$ cat src/fpnas_pkg.sv
// Package for the fixed-pattern-noise average/subtract block.
// Holds field widths, item kinds, reference channel numbers, stage structs and helpers.
// No dependencies.
package fpnas_pkg;

  localparam int SAMPLES = 512;
  localparam int ADDR_W = (SAMPLES > 1) ? $clog2(SAMPLES) : 1;

  localparam int KIND_W = 2;
  localparam int CH_W = 7;
  localparam int IDX_W = 9;
  localparam int SMP_W = 12;
  localparam int SUM_W = 14;
  localparam int FRAC_W = 4;
  localparam int NUM_W = SUM_W + FRAC_W;
  localparam int OUT_W = 17;
  localparam int CNT_W = 3;

  localparam logic [KIND_W-1:0] KIND_CLEAR = 2'd0;
  localparam logic [KIND_W-1:0] KIND_ACC = 2'd1;
  localparam logic [KIND_W-1:0] KIND_CORRECT = 2'd2;

  localparam logic [CH_W-1:0] REF_CH0 = 7'd11;
  localparam logic [CH_W-1:0] REF_CH1 = 7'd22;
  localparam logic [CH_W-1:0] REF_CH2 = 7'd45;
  localparam logic [CH_W-1:0] REF_CH3 = 7'd56;

  // floor(n / 3) = (n * DIV3_MUL) >> DIV3_SHIFT for n < 2**19
  localparam int DIV3_SHIFT = 19;
  localparam logic [NUM_W:0] DIV3_MUL = 19'd174763;
  localparam int PROD_W = 2 * (NUM_W + 1);

  localparam logic signed [OUT_W+2:0] OUT_MIN = -20'sd65536;

  localparam int FIFO_DEPTH = 4;
  localparam int FIFO_AW = 2;
  localparam int FIFO_CW = 3;

  typedef struct packed {
    logic [OUT_W-1:0] corrected;
    logic             is_reference;
    logic             no_reference;
  } result_t;

  typedef struct packed {
    logic             valid;
    logic [SMP_W-1:0] sample;
    logic             is_ref;
    logic [CNT_W-1:0] count;
    logic [NUM_W-1:0] num;
  } avg_in_t;

  function automatic logic [3:0] ref_bit(input logic [CH_W-1:0] ch);
    logic [3:0] b;
    b = 4'b0000;
    if (ch == REF_CH0) b = 4'b0001;
    if (ch == REF_CH1) b = 4'b0010;
    if (ch == REF_CH2) b = 4'b0100;
    if (ch == REF_CH3) b = 4'b1000;
    return b;
  endfunction

  function automatic logic [CNT_W-1:0] count_present(input logic [3:0] m);
    return CNT_W'(m[0]) + CNT_W'(m[1]) + CNT_W'(m[2]) + CNT_W'(m[3]);
  endfunction

endpackage

$ cat src/fpnas_avg.sv
// Average and subtract stage: divides the rounded numerator by the reference count,
// subtracts it from a non-reference scaled sample, saturates. Depends on fpnas_pkg.
module fpnas_avg import fpnas_pkg::*; (
  input  logic    clk,
  input  logic    rst,
  input  avg_in_t stage_in,
  output logic    res_valid,
  output result_t res
);

  avg_in_t s2;
  logic [PROD_W-1:0] prod;
  logic [NUM_W-1:0] avg;
  logic signed [OUT_W+2:0] scaled;
  logic signed [OUT_W+2:0] diff;

  always_ff @(posedge clk) begin
    if (rst) begin
      s2.valid <= 1'b0;
    end else begin
      s2.valid <= stage_in.valid;
    end
    s2.sample <= stage_in.sample;
    s2.is_ref <= stage_in.is_ref;
    s2.count <= stage_in.count;
    s2.num <= stage_in.num;
  end

  always_comb begin
    prod = PROD_W'(s2.num) * PROD_W'(DIV3_MUL);
    case (s2.count)
      3'd1: avg = s2.num;
      3'd2: avg = s2.num >> 1;
      3'd3: avg = NUM_W'(prod >> DIV3_SHIFT);
      3'd4: avg = s2.num >> 2;
      default: avg = '0;
    endcase
    scaled = $signed({3'b000, s2.sample, {FRAC_W{1'b0}}});
    diff = scaled - $signed({2'b00, avg});
    if (s2.is_ref || s2.count == '0) begin
      diff = scaled;
    end
    if (diff < OUT_MIN) begin
      diff = OUT_MIN;
    end
  end

  assign res_valid = s2.valid;
  assign res.corrected = OUT_W'(diff);
  assign res.is_reference = s2.is_ref;
  assign res.no_reference = (s2.count == '0);

endmodule

$ cat config.mk
export PLATFORM = sky130hd
export DESIGN_NAME = fpnas_avg
export DESIGN_NICKNAME = d
export VERILOG_FILES = /design/src/fpnas_pkg.sv /design/src/fpnas_avg.sv
export SDC_FILE = /design/constraint.sdc
export NUM_CORES = 1
export LEC_CHECK = 0
export BUFFER_PORTS_ARGS = -buffer_cell sky130_fd_sc_hd__buf_2
export CORE_UTILIZATION = 40
export CTS_CLUSTER_SIZE = 12
export DETAILED_ROUTE_END_ITERATION = 12
export PLACE_DENSITY_LB_ADDON = 0.05
export SKIP_CTS_REPAIR_TIMING = 1
export SYNTH_ARGS = -nofsm -noshare
export SYNTH_HDL_FRONTEND = slang
export SYNTH_SLANG_ARGS = --single-unit
$ cat constraint.sdc
create_clock -name clk -period 22.9 [get_ports clk]
set_input_delay 4.58 -clock clk [delete_from_list [all_inputs] [get_ports clk]]
set_output_delay 4.58 -clock clk [all_outputs]
set_load 0.01 [all_outputs]
**Word level (Yosys, flattened, before mapping)**

Cells that the tools add are included.

- $lt $le $gt $ge: 1
- Mux-type cells: 3
- Multipliers: 1
- Equality and inequality tests: 4
- Reduce and logical (&&, ||, !) cells: 2
- Add/subtract/negate cells: 1

Operators by type and width:

| kind | count |
|---|---|
| case mux 18 bit (4 select lines) | 1 |
| multiplier 18 x 18 -> 36 bit, second input constant | 1 |
| less-than comparator 20 x 17 -> 1 bit, second input constant | 1 |
| two-way mux 20 bit | 1 |
| subtractor 16 x 18 -> 19 bit | 1 |
| two-way mux 17 bit | 1 |
| equality test 3 x 2 -> 1 bit, second input constant | 2 |
| equality test 3 x 1 -> 1 bit, second input constant | 1 |
| equality test 3 bit, second input constant | 1 |
| logical NOT 3 bit | 1 |
| logical OR 1 bit | 1 |

- Word-level logic and storage cells: 17
- Input bits: 37
- Output and inout bits: 20
- Bits in registers: 35

**Logic depth before layout (Yosys ltp)**

- Depth after elaboration: 6
- Gate-level depth with buffers: 33
- Depth with buffers taken out: 32

**Worst setup path before layout**

Ideal clock, no wire load.

- Path type: reg2out
- Start point: reg s2[2] (netlist name)
- End point: out res[16] (netlist name)
- Path slack: 10562 ps
- Required time: 18320 ps
- Cell stages (with the launch flop): 33
- Path buffers: 1
- Arrival: 7758 ps
- Path through: dfxtp_1 ha_1 fa_1 inv_1 fa_1 inv_1 fa_1 fa_1 inv_1 fa_1 inv_1 ha_1 a21oi_1 o21ai_0 a211oi_1 a311oi_1 or2_2 o21ai_0 nand2b_1 xor2_1 a221oi_1 ha_1 a21o_1 a21o_1 a21o_2 a21o_1 a21o_1 a21oi_1 o211ai_1 a31oi_1 o211ai_4 buf_12 a31oi_2

RTL lines:

| item | line | RTL |
|---|---|---|
| from (decl) | fpnas_avg.sv:11 | `avg_in_t s2;` |
| to (decl) | fpnas_avg.sv:8 | `output result_t res` |

==> impl_metrics.yaml <==
status:
  status: "complete, no violations"
logic_synthesis:
  synth_area_um2: 8420
  ys_types: 79
  synth_top_area_cell: "fa_1"
  ys_warn_count: 0
  synth_area_leaders: "fa_1, ha_1, inv_1, dfxtp_1, a21oi_1"
  synth_top_area_share_pct: 25.7
  synth_seq_area_share_pct: 8.32
  synthArstFlopShare_pct: 0
  synth-edff-count: 0
  syn_area_per_cell_um2: 9.02
  syn_inst: 933
  synth-main-ff-cell: "dfxtp_1"
  synth.ff_latch_count: 35
  synth_fp_nets: 1250
routing:
  antenna_left: 0
  firstDrtPassIters: 5
  met3_length_um: 567
  routed.top_layer: "met4"
  first_iter_violations: 352
  dr_wl_met2_um: 10200
  route.detailed.drc: 0
  wl_met1_um: 10600
  wl_per_cell_um: 17.4
  via_count: 6447
  drt-total-wl_um: 21800
  via_per_inst: 5.14
cells_and_area:
  mostFrequentLayoutCells: "inv_1, ha_1, fa_1"
  insertedDiodeCount: 0
  layout_commonest_cell: "inv_1"
  post-route-util_pct: 44.6
  final_net_count: 1300
  areaGrowthSynthToFinish_pct: 8.19
  drive_gt1_share_pct: 11.0
  stdcell_area_um2: 9110
placed_design:
  placed_cell_area_um2: 8950
  globalplace.congestion: 0.884
  portBuffers: 56
  dp_hpwl_um: 18700
floorplanning:
  io_pins: 57
  chipHeight_um: 147
  rows: 52
  start_util_pct: 41.2
  dieArea_um2: 21600
  coreArea_um2: 20400
  dieWidth_um: 147
global_route:
  grt_max_degree: 25
  grt_antenna_before_repair: 0
  grt_pass1_wl_um: 36000
  track_usage_pct: 21.4
  grt.overflow.total: 0
  grt_pass1_vias: 6770
cts:
  cts.clk_slew.worst_paths_ns: 0.06
  clockRootBuffer: "clkbuf_16"
  htree_levels: 2
  cts_buffers: 5
  clockBufferDepth: 2
  clock_sinks: 35
  cts_tree: "done"
pwr:
  power.density_nw_per_um2: 145
  p_leak_nw: 4.88
  p_total_w: 0.00132
  peakVddDrop_mv: 0.0798
sta:
  rsz0062_at_grt: "no"
  fin_crit_ns: 14.07
  maxSlewViolCount: 0
  max_freq_mhz: 71.0
  period_share_pct: 61.5
  worst_pin_slew_ns: 1.04
  setup_viol: 0
  hold_viol_final: 0
  fin_setup_tns_ns: 0
  relSlewSlack_pct: 30.6
  whs_ns: 4.39
critical_path:
  crit_end: "res[4]"
  crit_type: "flip-flop to primary output"
  slowest_stage: "dfxtp_1"
  cp_data_arrival_time_ns: 9.49
  critPathTopFamily: "adder cells"
  cp-end-kind: "primary output"
  startpoint_type: "flip-flop"
  slowest_delay_ns: 0.68
  path_max_fanout: 16
  cp_num_cells: 33
  critPathLaunch: "s2[1]"
  critPathBufInv: 4
  worstPathRequired_ns: 18.32
hold_path:
  hp-class: "input pin to flip-flop"
job:
  max-cap-violations: 0
-- registers in the layout, summed over array words and instances (netlist names) --
| register | cells |
|---|---|
| res | 1 |
| res_valid | 1 |
| s2 | 33 |
-- layer usage --
layer | vias to the layer above | track usage (%)
li1 | 3186 | -
met4 | 0 | 4.85
met3 | 29 | 1.77
met1 | 3121 | 30.0
met5 | - | 0
met2 | 111 | 35.7
-- power breakdown --
part	internal (W)	switching [W]	leakage, nW
registers	0.0000642	0.00000865	0.295
logic	0.000476	0.000696	4.51
clock network	0.0000463	0.0000287	0.0761
total	0.000586	0.000733	4.88
-- synth_stat cells, drive strengths merged, types with 12 or more instances --
cell and count:
a22oi 17, nor3 18, nand2 34, o21ai 17, fa 108, inv 247, ha 172, nand3 13
nor2 41, xor2 12, dfxtp 35, a21oi 47, a21o 24
-- kinds of logic after synthesis --
| logic type | after synthesis | share of synthesized area (%) |
|---|---|---|
| XOR/XNOR | 22 | 2.29 |
| AO/OA/AOI/OAI | 170 | 15.2 |
| adder cells (fa/ha/maj) | 280 | 51.2 |
| flip-flops | 35 | 8.32 |
| multiplexers | 4 | 0.476 |
| AND/OR/NAND/NOR | 158 | 10.0 |
| buffers and inverters | 264 | 12.4 |
-- stage by stage --
step | cells | setup slack (ns)
finish | 1254 | 8.83
global placement | 1246 | 9.10
global route | 1254 | 8.33
CTS | 1254 | 8.80
floorplan | 933 | 10.56
detailed placement | 1246 | 9.18
-- worst min path at each step --
stage	from	depth (start not counted)	endpoint	slack, ns
4_1_cts	stage_in[20]	1	s2[20]	4.38
3_5_place_dp	stage_in[20]	1	s2[20]	4.68
6_report	stage_in[15]	1	s2[15]	4.39
5_1_grt	stage_in[29]	1	s2[29]	4.38
2_1_floorplan	stage_in[21]	0	res[1]	4.61
3_3_place_gp	stage_in[32]	1	s2[32]	4.68
-- area by class of cell --
| cell class | count | area, µm² |
|---|---|---|
| clock inverter | 1 | 7.51 |
| clock buffer | 7 | 153 |
| timing repair buffer | 60 | 310 |
| fill | 2113 | 11300 |
| tap | 270 | 338 |
| multi-input combinational | 634 | 6670 |
| sequential | 35 | 701 |
| inverter | 247 | 927 |
Note: power is estimated with default switching activity, not from simulation.
