<file path="src/fpnas_pkg.sv">
// Package for the fixed-pattern-noise average/subtract block.
// Holds field widths, item kinds, reference channel numbers, stage structs and helpers.
// No dependencies.
package fpnas_pkg;

  localparam int SAMPLES = 512;
  localparam int ADDR_W = (SAMPLES > 1) ? $clog2(SAMPLES) : 1;

  localparam int KIND_W = 2;
  localparam int CH_W = 7;
  localparam int IDX_W = 9;
  localparam int SMP_W = 12;
  localparam int SUM_W = 14;
  localparam int FRAC_W = 4;
  localparam int NUM_W = SUM_W + FRAC_W;
  localparam int OUT_W = 17;
  localparam int CNT_W = 3;

  localparam logic [KIND_W-1:0] KIND_CLEAR = 2'd0;
  localparam logic [KIND_W-1:0] KIND_ACC = 2'd1;
  localparam logic [KIND_W-1:0] KIND_CORRECT = 2'd2;

  localparam logic [CH_W-1:0] REF_CH0 = 7'd11;
  localparam logic [CH_W-1:0] REF_CH1 = 7'd22;
  localparam logic [CH_W-1:0] REF_CH2 = 7'd45;
  localparam logic [CH_W-1:0] REF_CH3 = 7'd56;

  // floor(n / 3) = (n * DIV3_MUL) >> DIV3_SHIFT for n < 2**19
  localparam int DIV3_SHIFT = 19;
  localparam logic [NUM_W:0] DIV3_MUL = 19'd174763;
  localparam int PROD_W = 2 * (NUM_W + 1);

  localparam logic signed [OUT_W+2:0] OUT_MIN = -20'sd65536;

  localparam int FIFO_DEPTH = 4;
  localparam int FIFO_AW = 2;
  localparam int FIFO_CW = 3;

  typedef struct packed {
    logic [OUT_W-1:0] corrected;
    logic             is_reference;
    logic             no_reference;
  } result_t;

  typedef struct packed {
    logic             valid;
    logic [SMP_W-1:0] sample;
    logic             is_ref;
    logic [CNT_W-1:0] count;
    logic [NUM_W-1:0] num;
  } avg_in_t;

  function automatic logic [3:0] ref_bit(input logic [CH_W-1:0] ch);
    logic [3:0] b;
    b = 4'b0000;
    if (ch == REF_CH0) b = 4'b0001;
    if (ch == REF_CH1) b = 4'b0010;
    if (ch == REF_CH2) b = 4'b0100;
    if (ch == REF_CH3) b = 4'b1000;
    return b;
  endfunction

  function automatic logic [CNT_W-1:0] count_present(input logic [3:0] m);
    return CNT_W'(m[0]) + CNT_W'(m[1]) + CNT_W'(m[2]) + CNT_W'(m[3]);
  endfunction

endpackage

</file>
<file path="src/fpnas_out_buf.sv">
// Output buffer: small register queue of result items toward the stalling receiver.
// Depends on fpnas_pkg.
module fpnas_out_buf import fpnas_pkg::*; (
  input  logic                 clk,
  input  logic                 rst,
  input  logic                 wr,
  input  result_t              wr_data,
  output logic                 out_valid,
  input  logic                 out_stall,
  output result_t              out_data,
  output logic [FIFO_CW-1:0]   count
);

  result_t buf_q [FIFO_DEPTH];
  logic [FIFO_AW-1:0] wr_ptr;
  logic [FIFO_AW-1:0] rd_ptr;
  logic rd;

  assign out_valid = (count != '0);
  assign rd = out_valid && !out_stall;
  assign out_data = buf_q[rd_ptr];

  always_ff @(posedge clk) begin
    if (wr) begin
      buf_q[wr_ptr] <= wr_data;
    end
  end

  always_ff @(posedge clk) begin
    if (rst) begin
      wr_ptr <= '0;
      rd_ptr <= '0;
      count <= '0;
    end else begin
      if (wr) wr_ptr <= wr_ptr + FIFO_AW'(1);
      if (rd) rd_ptr <= rd_ptr + FIFO_AW'(1);
      count <= count + FIFO_CW'(wr) - FIFO_CW'(rd);
    end
  end

  assert property (@(posedge clk) disable iff (rst) count <= FIFO_CW'(FIFO_DEPTH))
    else $error("output buffer overfilled");
  assert property (@(posedge clk) disable iff (rst)
    wr && !rd |-> count < FIFO_CW'(FIFO_DEPTH))
    else $error("write into full output buffer");

endmodule

</file>
<file path="config.mk">
export PLATFORM = sky130hd
export DESIGN_NAME = fpnas_out_buf
export DESIGN_NICKNAME = d
export VERILOG_FILES = /design/src/fpnas_pkg.sv /design/src/fpnas_out_buf.sv
export SDC_FILE = /design/constraint.sdc
export NUM_CORES = 1
export LEC_CHECK = 0
export BUFFER_PORTS_ARGS = -buffer_cell sky130_fd_sc_hd__buf_2
export CORE_AREA = 2 2 93 95
export CTS_BUF_LIST = sky130_fd_sc_hd__clkbuf_4
export CTS_CLUSTER_SIZE = 14
export DETAILED_ROUTE_END_ITERATION = 12
export DIE_AREA = 0 0 95 97
export GPL_TIMING_DRIVEN = 0
export PLACE_DENSITY = 0.7
export RECOVER_POWER = 25
export SLEW_MARGIN = 20
export SYNTH_ARGS = -nofsm -noshare
export SYNTH_HDL_FRONTEND = slang
export SYNTH_SLANG_ARGS = --single-unit
</file>
<file path="constraint.sdc">
create_clock -name clk -period 2.1 [get_ports clk]
set_input_delay 0.42 -clock clk [delete_from_list [all_inputs] [get_ports clk]]
set_output_delay 0.42 -clock clk [all_outputs]
set_load 0.02 [all_outputs]
</file>
After elaboration in Yosys (flattened, before gate mapping). Memories as Yosys holds them, arrays and structs flattened. A register that Yosys moved wholly into a read port is not among the register bits. Cells that the tools add are included.

Register bits after elaboration: 7. RAM bits: 76. Bits of input ports: 23. Word-level logic and storage cells: 15. Memories kept: 1.

Memory list: buf_q (words 4, bits a word 19, read ports 1, clocked after Yosys merged registers in 1, write ports 1, line fpnas_out_buf.sv:14) `result_t buf_q [FIFO_DEPTH];`.

Add/subtract/negate cells: 4. Mux-type cells: 4. Reduce and logical (&&, ||, !) cells: 3.

Operators with widths (number): 2-bit by 1-bit adder with 2-bit output (second input constant) (2); 2-bit 2-to-1 mux (2); 3-bit by 1-bit adder with 3-bit output (1); 3-bit nonzero test (1); 3-bit by 1-bit subtractor with 3-bit output (1); 1-bit 2-to-1 mux (2); 1-bit logical AND (1); 1-bit logical NOT (1).

Logic depth before layout (Yosys ltp). Gate-level depths: netlist of run 1.

Depth after elaboration: 4. Gate-level depth with buffers: 9. Gate-level depth less buffers: 9.

Least setup slack after synthesis of run 1. No wires, ideal clock.

Kind: reg2reg. From: register count[1]. To: register count[2]. Setup time: 0.126 ns. Arrival: 1.911 ns. Required time: 1.974 ns. Path slack: 0.063 ns. Cell stages (with the launch flop): 10. Buffers on the path: 0. Period minus slack after synthesis: 2.037 ns. Cell sequence: dfxtp_1 nor3_2 nor2_1 ha_1 inv_1 ha_1 fa_1 xnor2_1 xnor2_1 nor2_1.

Longest elaborated chain between the ends: 3.

RTL lines: start, declared (line fpnas_out_buf.sv:11) `output logic [FIFO_CW-1:0] count`; start signal, assigned (line fpnas_out_buf.sv:37) `count <= count + FIFO_CW'(wr) - FIFO_CW'(rd);`; 3-bit nonzero test (line fpnas_out_buf.sv:19) `assign out_valid = (count != '0);`; 1-bit logical AND (line fpnas_out_buf.sv:20) `assign rd = out_valid && !out_stall;`; named net rd (line fpnas_out_buf.sv:17) `logic rd;`; 3-bit by 1-bit subtractor with 3-bit output (line fpnas_out_buf.sv:37).

The timed path passes the listed nets, and every way through them passes these cells. A chain may end at the register's enable or synchronous reset.

==> results of run 1 <==
## final cells by class
class                           instances  area (µm²)  share of cell area, %
Timing Repair Buffer                   50       357.8                  9.223
Tap cell                              105       131.4                  3.386
Clock inverter                          7       90.09                  2.322
Multi-Input combinational cell         49       685.7                  17.67
Sequential cell                        85        2464                  63.50
Buffer                                  5       57.56                  1.483
Clock buffer                            9       67.56                  1.741
Inverter                                7       26.28                 0.6772
## layout by cell type, fill, tap and decap left out, drive strengths merged
master / count
nor2: 5
o21ai: 1
fa: 1
mux2i: 1
clkinv: 4
and2: 4
bufinv: 2
nor3b: 1
clkbuf: 24
nor3: 1
buf: 40
inv: 7
or3: 1
clkinvlp: 1
dfxtp: 9
xnor2: 3
nor2b: 3
ha: 6
edfxtp: 76
mux4: 19
a21oi: 2
mux2: 1
## sequential cells by signal (all words and copies together), names as in the netlist, named ones only
name    count
buf_q      76
count       3
rd_ptr      2
wr_ptr      2
## critical path, stage by stage, from the launching register on
cell and delay (ps):
dfxtp_2 370, buf_8 140, clkbuf_16 150, mux4_2 500, buf_6 150
## path summary, 6_finish.rpt
kind | startpoint | depth (start not counted) | endpoint
worst min-delay path | wr_data[8] | 1 | buf_q[2][8]$_DFFE_PP_
worst min register to register | rd_ptr[0]$_SDFFE_PP0P_ | 2 | flip-flop
worst max-delay path | flip-flop | 4 | out_data[13]
worst max register to register | count[2]$_SDFF_PP0_ | 9 | count[2]$_SDFF_PP0_
## metal layers
| metal | vias up | share of wire, % | track usage, % |
|---|---|---|---|
| met1 | 764 | 40 | 15.24 |
| li1 | 709 | - | - |
| met4 | 0 | 1.1 | 3.344 |
| met5 | - | 0 | 0 |
| met2 | 41 | 52 | 21.06 |
| met3 | 7 | 6.1 | 5.763 |
## per-stage QoR
step / cells / setup TNS, ps / util, % / worst slack (ps) / total power, mW
detailed placement: 295 / 0 / 44.15 / 22.44 / 2.970
global route: 317 / -2011 / 47.70 / -140.3 / 4.340
floorplan: 146 / 0 / - / 62.70 / 2.698
global placement: 295 / 0 / 44.15 / 19.09 / 2.944
finish: 317 / -356.2 / 47.70 / -42.67 / 4.131
CTS: 315 / -1384 / 46.52 / -125.3 / 4.032
## power by group
group	total, mW	internal [mW]	switching (mW)
registers	2.02	1.96	0.0614
logic	1.12	0.581	0.536
clock network	0.993	0.477	0.516
total	4.13	3.02	1.11
## cell families (layout without fill, tap and decap cells)
logic type               Yosys count  after routing  synth area share [%]
multiplexers                      21             21                 14.91
buffers and inverters             12             78                 2.202
flip-flops                        85             85                 76.01
AND/OR/NAND/NOR                   15             15                 2.665
AO/OA/AOI/OAI                      3              3                0.4634
XOR/XNOR                           3              3                0.8113
adder cells (fa/ha/maj)            7              7                 2.935
## repair_timing
action	in CTS	in global routing
setup endpoints to repair	20	20
pin swaps	0	1
buffers inserted	3	2
cloned	1	1
gates resized for setup	11	34
==> results.tsv, run 1 <==
stage	metric	value	unit
outcome	status	finished with violations	
outcome	violations	negative setup slack	
die	die_w	95	µm
clocking	htreeDepth	3	
logic_synthesis	synthArstFlopShare	0	%
setup_path	r2r_slack	130	ps
logic_synthesis	synth_edf_count	76	
final_layout	drive_above_1_share	36.32	%
detailed_routing	num_vias	1521	
global_route	grt_pass1_wl	8507	µm
global_route	grtUsageTotal	12.81	%
timing	whs	223.1	ps
detailed_routing	ant_nets	0	
job	drv_cap	0	
logic_synthesis	synth_common_cells	76 x edfxtp_1, 10 x mux4_2, 9 x dfxtp_1, 9 x mux4_1, 7 x inv_1	
detailed_routing	drt_first_iter_violations	71	
timing	hold_viol	0	
place	portBuffers	44	
logic_synthesis	yosysTopAreaCell	edfxtp_1	
logic_synthesis	netlist_instances	146	
logic_synthesis	syn_area	3239	µm²
final_layout	fillCellCount	699	
setup_path	critical_path_class	reg -> out	
die	io_pins	46	
place	placedInstanceArea	3591	µm²
timing	slew_headroom	30.34	%
logic_synthesis	ys_ff_latch	85	
global_route	grt_max_degree	20	
place	hpwl	3379	µm
clocking	clk_pin_slew	120	ps
clocking	insertion_delay	420	ps
setup_path	worstSetupStartpointType	flip-flop	
final_layout	area_delta_synth_final	19.78	%
final_layout	antennaDiodeCount	0	
detailed_routing	wl	5406	µm
logic_synthesis	syn-num-nets	176	
clocking	cts_buffers	9	
global_route	antenna_found_initial	0	
global_route	grt_overflow	0	
setup_path	worstPathArrival	1720	ps
min_path	hold_path.class	in -> reg	
logic_synthesis	syn_area_per_cell	22.19	µm²
logic_synthesis	synth_most_common_cell	edfxtp_1	
die	core	8134	µm²
logic_synthesis	synth_top_area_share	70.45	%
die	dieHeight	97	µm
logic_synthesis	ys_seq_area_share	76.01	%
power	leakagePower	1.332	nW
timing	finalWorstSetupSlack	-42.67	ps
setup_path	crit_required	1680	ps
power	cellPowerDensity	1065	nW/µm²
power	vdd_drop_max	599.1	µV
timing	finalSetupViolCount	12	
logic_synthesis	synth_area_leaders	edfxtp_1 70%, mux4_1 7.3%, mux4_2 7.0%	
clocking	clk_path_buf_depth	2	
clocking	cts_root_buffer	clkbuf_4	
logic_synthesis	ys_warn_count	0	
setup_path	endpoint_kind	output port	
timing	finalClockSkew	11.31	ps
clocking	clkSinkCount	85	
detailed_routing	routedWlPerCell	17.05	µm
timing	worst_pin_slew	1045	ps
logic_synthesis	synth_ff_type	edfxtp_1	
die	rows	33	
detailed_routing	vias_per_cell	4.798	
setup_path	path_max_fanout	6	
timing	rsz0062_at_grt	true	
timing	min_period	2143	ps
timing	max_freq	466.7	MHz
die	start_util	39.82	%
detailed_routing	drc	0	
clocking	tritoncts	built	
timing	finalMaxSlewViolations	0	
logic_synthesis	yosysUniqueCellTypes	22	
clocking	ctsHoldBuffers	0	
place	gp_congestion	0.6543	
global_route	grt_pass1_vias	1620	
die	die_area	9215	µm²
timing	finalCritPeriodShare	102.0	%
final_layout	finalInstanceArea	3880	µm²
detailed_routing	first_pass_iters	4	
final_layout	final_nets	237	
(Power assumes the default switching activity.)
==> run 2: changes to the inputs <==
- PLACE_DENSITY: 0.7 -> unset
- PLACE_DENSITY_LB_ADDON: unset -> 0.15
==> run 2 against run 1 <==
The run still ends with negative setup slack left. Worst hold slack lost 4.5 ps. Non-clock buffer count grew 2. Critical path depth is the same.
==> results.tsv, run 2 (same netlist as run 1, synthesis figures left out) <==
stage	metric	value	unit	change
final_layout	antennaDiodeCount	0		unchanged
final_layout	largest_registers	buf_q x76, count x3		
setup_path	worstPathArrival	1730	ps	about the same
final_layout	area_delta_synth_final	22.90	%	
timing	max_freq	465.8	MHz	-0.20%
detailed_routing	vias_per_cell	4.793		-0.10%
timing	rsz0062_at_grt	true		
place	gp_congestion	0.6501		-0.64%
detailed_routing	routedWlPerCell	17.44	µm	+2.3%
setup_path	path_max_fanout	5		-1
detailed_routing	first_pass_iters	4		unchanged
place	hpwl	3417	µm	+1.1%
timing	finalSetupViolCount	15		+3
clocking	cts_buffers	9		unchanged
die	die_area	9215	µm²	unchanged
setup_path	worstSetupStartpointType	flip-flop		
final_layout	largest_reg_flops	76		unchanged
detailed_routing	drc	0		unchanged
clocking	tritoncts	built		
clocking	clkSinkCount	85		unchanged
clocking	clk_pin_slew	130	ps	about the same
job	drv_cap	0		unchanged
timing	finalCritPeriodShare	102.2	%	+0.21 points
global_route	grt_max_degree	20		unchanged
outcome	violations	negative setup slack		
timing	worst_pin_slew	1029	ps	-15.50 ps
die	io_pins	46		unchanged
final_layout	final_common_cell	edfxtp_1		
clocking	htreeDepth	3		unchanged
global_route	grtUsageTotal	12.87	%	+0.062 points
clocking	clk_path_buf_depth	2		unchanged
power	leakagePower	1.365	nW	+2.4%
final_layout	drive_above_1_share	41.12	%	+4.8 points
place	portBuffers	44		unchanged
die	core	8134	µm²	unchanged
min_path	hold_path.class	in -> reg		
place	pre_cts_slack	-22.98	ps	-45.42 ps
detailed_routing	num_vias	1529		+0.53%
setup_path	critical_path_class	reg -> out		
timing	min_period	2147	ps	+4.332 ps
timing	finalMaxSlewViolations	0		unchanged
global_route	grt_pass1_vias	1661		+2.5%
detailed_routing	drt_first_iter_violations	66		-7.0%
die	rows	33		unchanged
outcome	status	finished with violations		
timing	whs	218.6	ps	-4.522 ps
power	vdd_drop_max	397.8	µV	-34%
setup_path	endpoint_kind	output port		
global_route	grt_pass1_wl	8521	µm	+0.16%
timing	finalWorstSetupSlack	-47.01	ps	-4.332 ps
global_route	grt_overflow	0		unchanged
timing	finalClockSkew	11.72	ps	+0.4130 ps
die	dieHeight	97	µm	unchanged
clocking	cts_root_buffer	clkbuf_4		
detailed_routing	ant_nets	0		unchanged
timing	slew_headroom	31.38	%	+1.0 points
final_layout	final_nets	239		+0.84%
power	cellPowerDensity	1087	nW/µm²	+2.1%
setup_path	crit_required	1680	ps	about the same
detailed_routing	wl	5563	µm	+2.9%
global_route	antenna_found_initial	0		unchanged
final_layout	top_register	buf_q		
die	start_util	39.82	%	unchanged
timing	hold_viol	0		unchanged
power	total_power	4.329	mW	+4.8%
clocking	ctsHoldBuffers	0		unchanged
final_layout	final_cell_mix	76 x edfxtp_1, 21 x buf_6, 19 x mux4_2		
clocking	insertion_delay	420	ps	about the same
die	die_w	95	µm	unchanged
==> run 2: power by group <==
| part | switching, mW | internal [mW] |
|---|---|---|
| clock network | 0.548 | 0.486 |
| registers | 0.0619 | 1.97 |
| logic | 0.576 | 0.690 |
| total | 1.19 | 3.14 |
==> run 2: layer usage <==
layer | routed length, µm | global-route usage [%] | vias to the layer above
li1 | - | - | 707
met2 | 2979 | 21.22 | 33
met4 | 73 | 6.243 | 0
met5 | 0 | 0 | -
met3 | 214 | 3.972 | 7
met1 | 2296 | 15.13 | 782
==> run 2: per-stage QoR <==
| stage | cell area, µm² | utilization [%] | cells | TNS, ps |
|---|---|---|---|---|
| global route | 3981 | 48.95 | 319 | -1706 |
| detailed placement | 3591 | 44.15 | 295 | -22.98 |
| global placement | 3591 | 44.15 | 295 | 0 |
| CTS | 3827 | 47.05 | 315 | -1549 |
| finish | 3981 | 48.95 | 319 | -422.4 |
| floorplan | 3239 | - | 146 | 0 |
==> run 2: final timing paths <==
| check | start | end | slack [ps] | cells after the start |
|---|---|---|---|---|
| setup / recovery | flip-flop | out_data[11] | -50 | 4 |
| hold / removal | wr_data[10] | buf_q[3][10]$_DFFE_PP_ | 220 | 1 |
| setup reg to reg | count[2]$_SDFF_PP0_ | count[2]$_SDFF_PP0_ | 100 | 9 |
| hold reg to reg | rd_ptr[0]$_SDFFE_PP0P_ | rd_ptr[0]$_SDFFE_PP0P_ | 550 | 2 |
==> run 2: critical path: stages (launching register included) <==
cell	delay (ps)
dfxtp_4	390
buf_12	130
buf_12	120
mux4_2	520
buf_6	150
==> run 2: area by class of cell <==
type | instances | area (µm²)
clock buffers | 9 | 67.56
plain buffers | 5 | 60.06
fillers | 706 | 4153
inverters | 7 | 26.28
multi-input cells | 49 | 691.9
well taps | 105 | 131.4
flip-flops and latches | 85 | 2470
repair buffers | 52 | 436.7
clock inverters | 7 | 97.59
==> run 2: what timing repair did <==
| action | 4_1_cts | 5_1_grt |
|---|---|---|
| cloned | 0 | 2 |
| endpoints found under the setup margin | 20 | 20 |
| resized for setup | 15 | 45 |
| setup buffers | 4 | 2 |
| pin swaps | 0 | 3 |
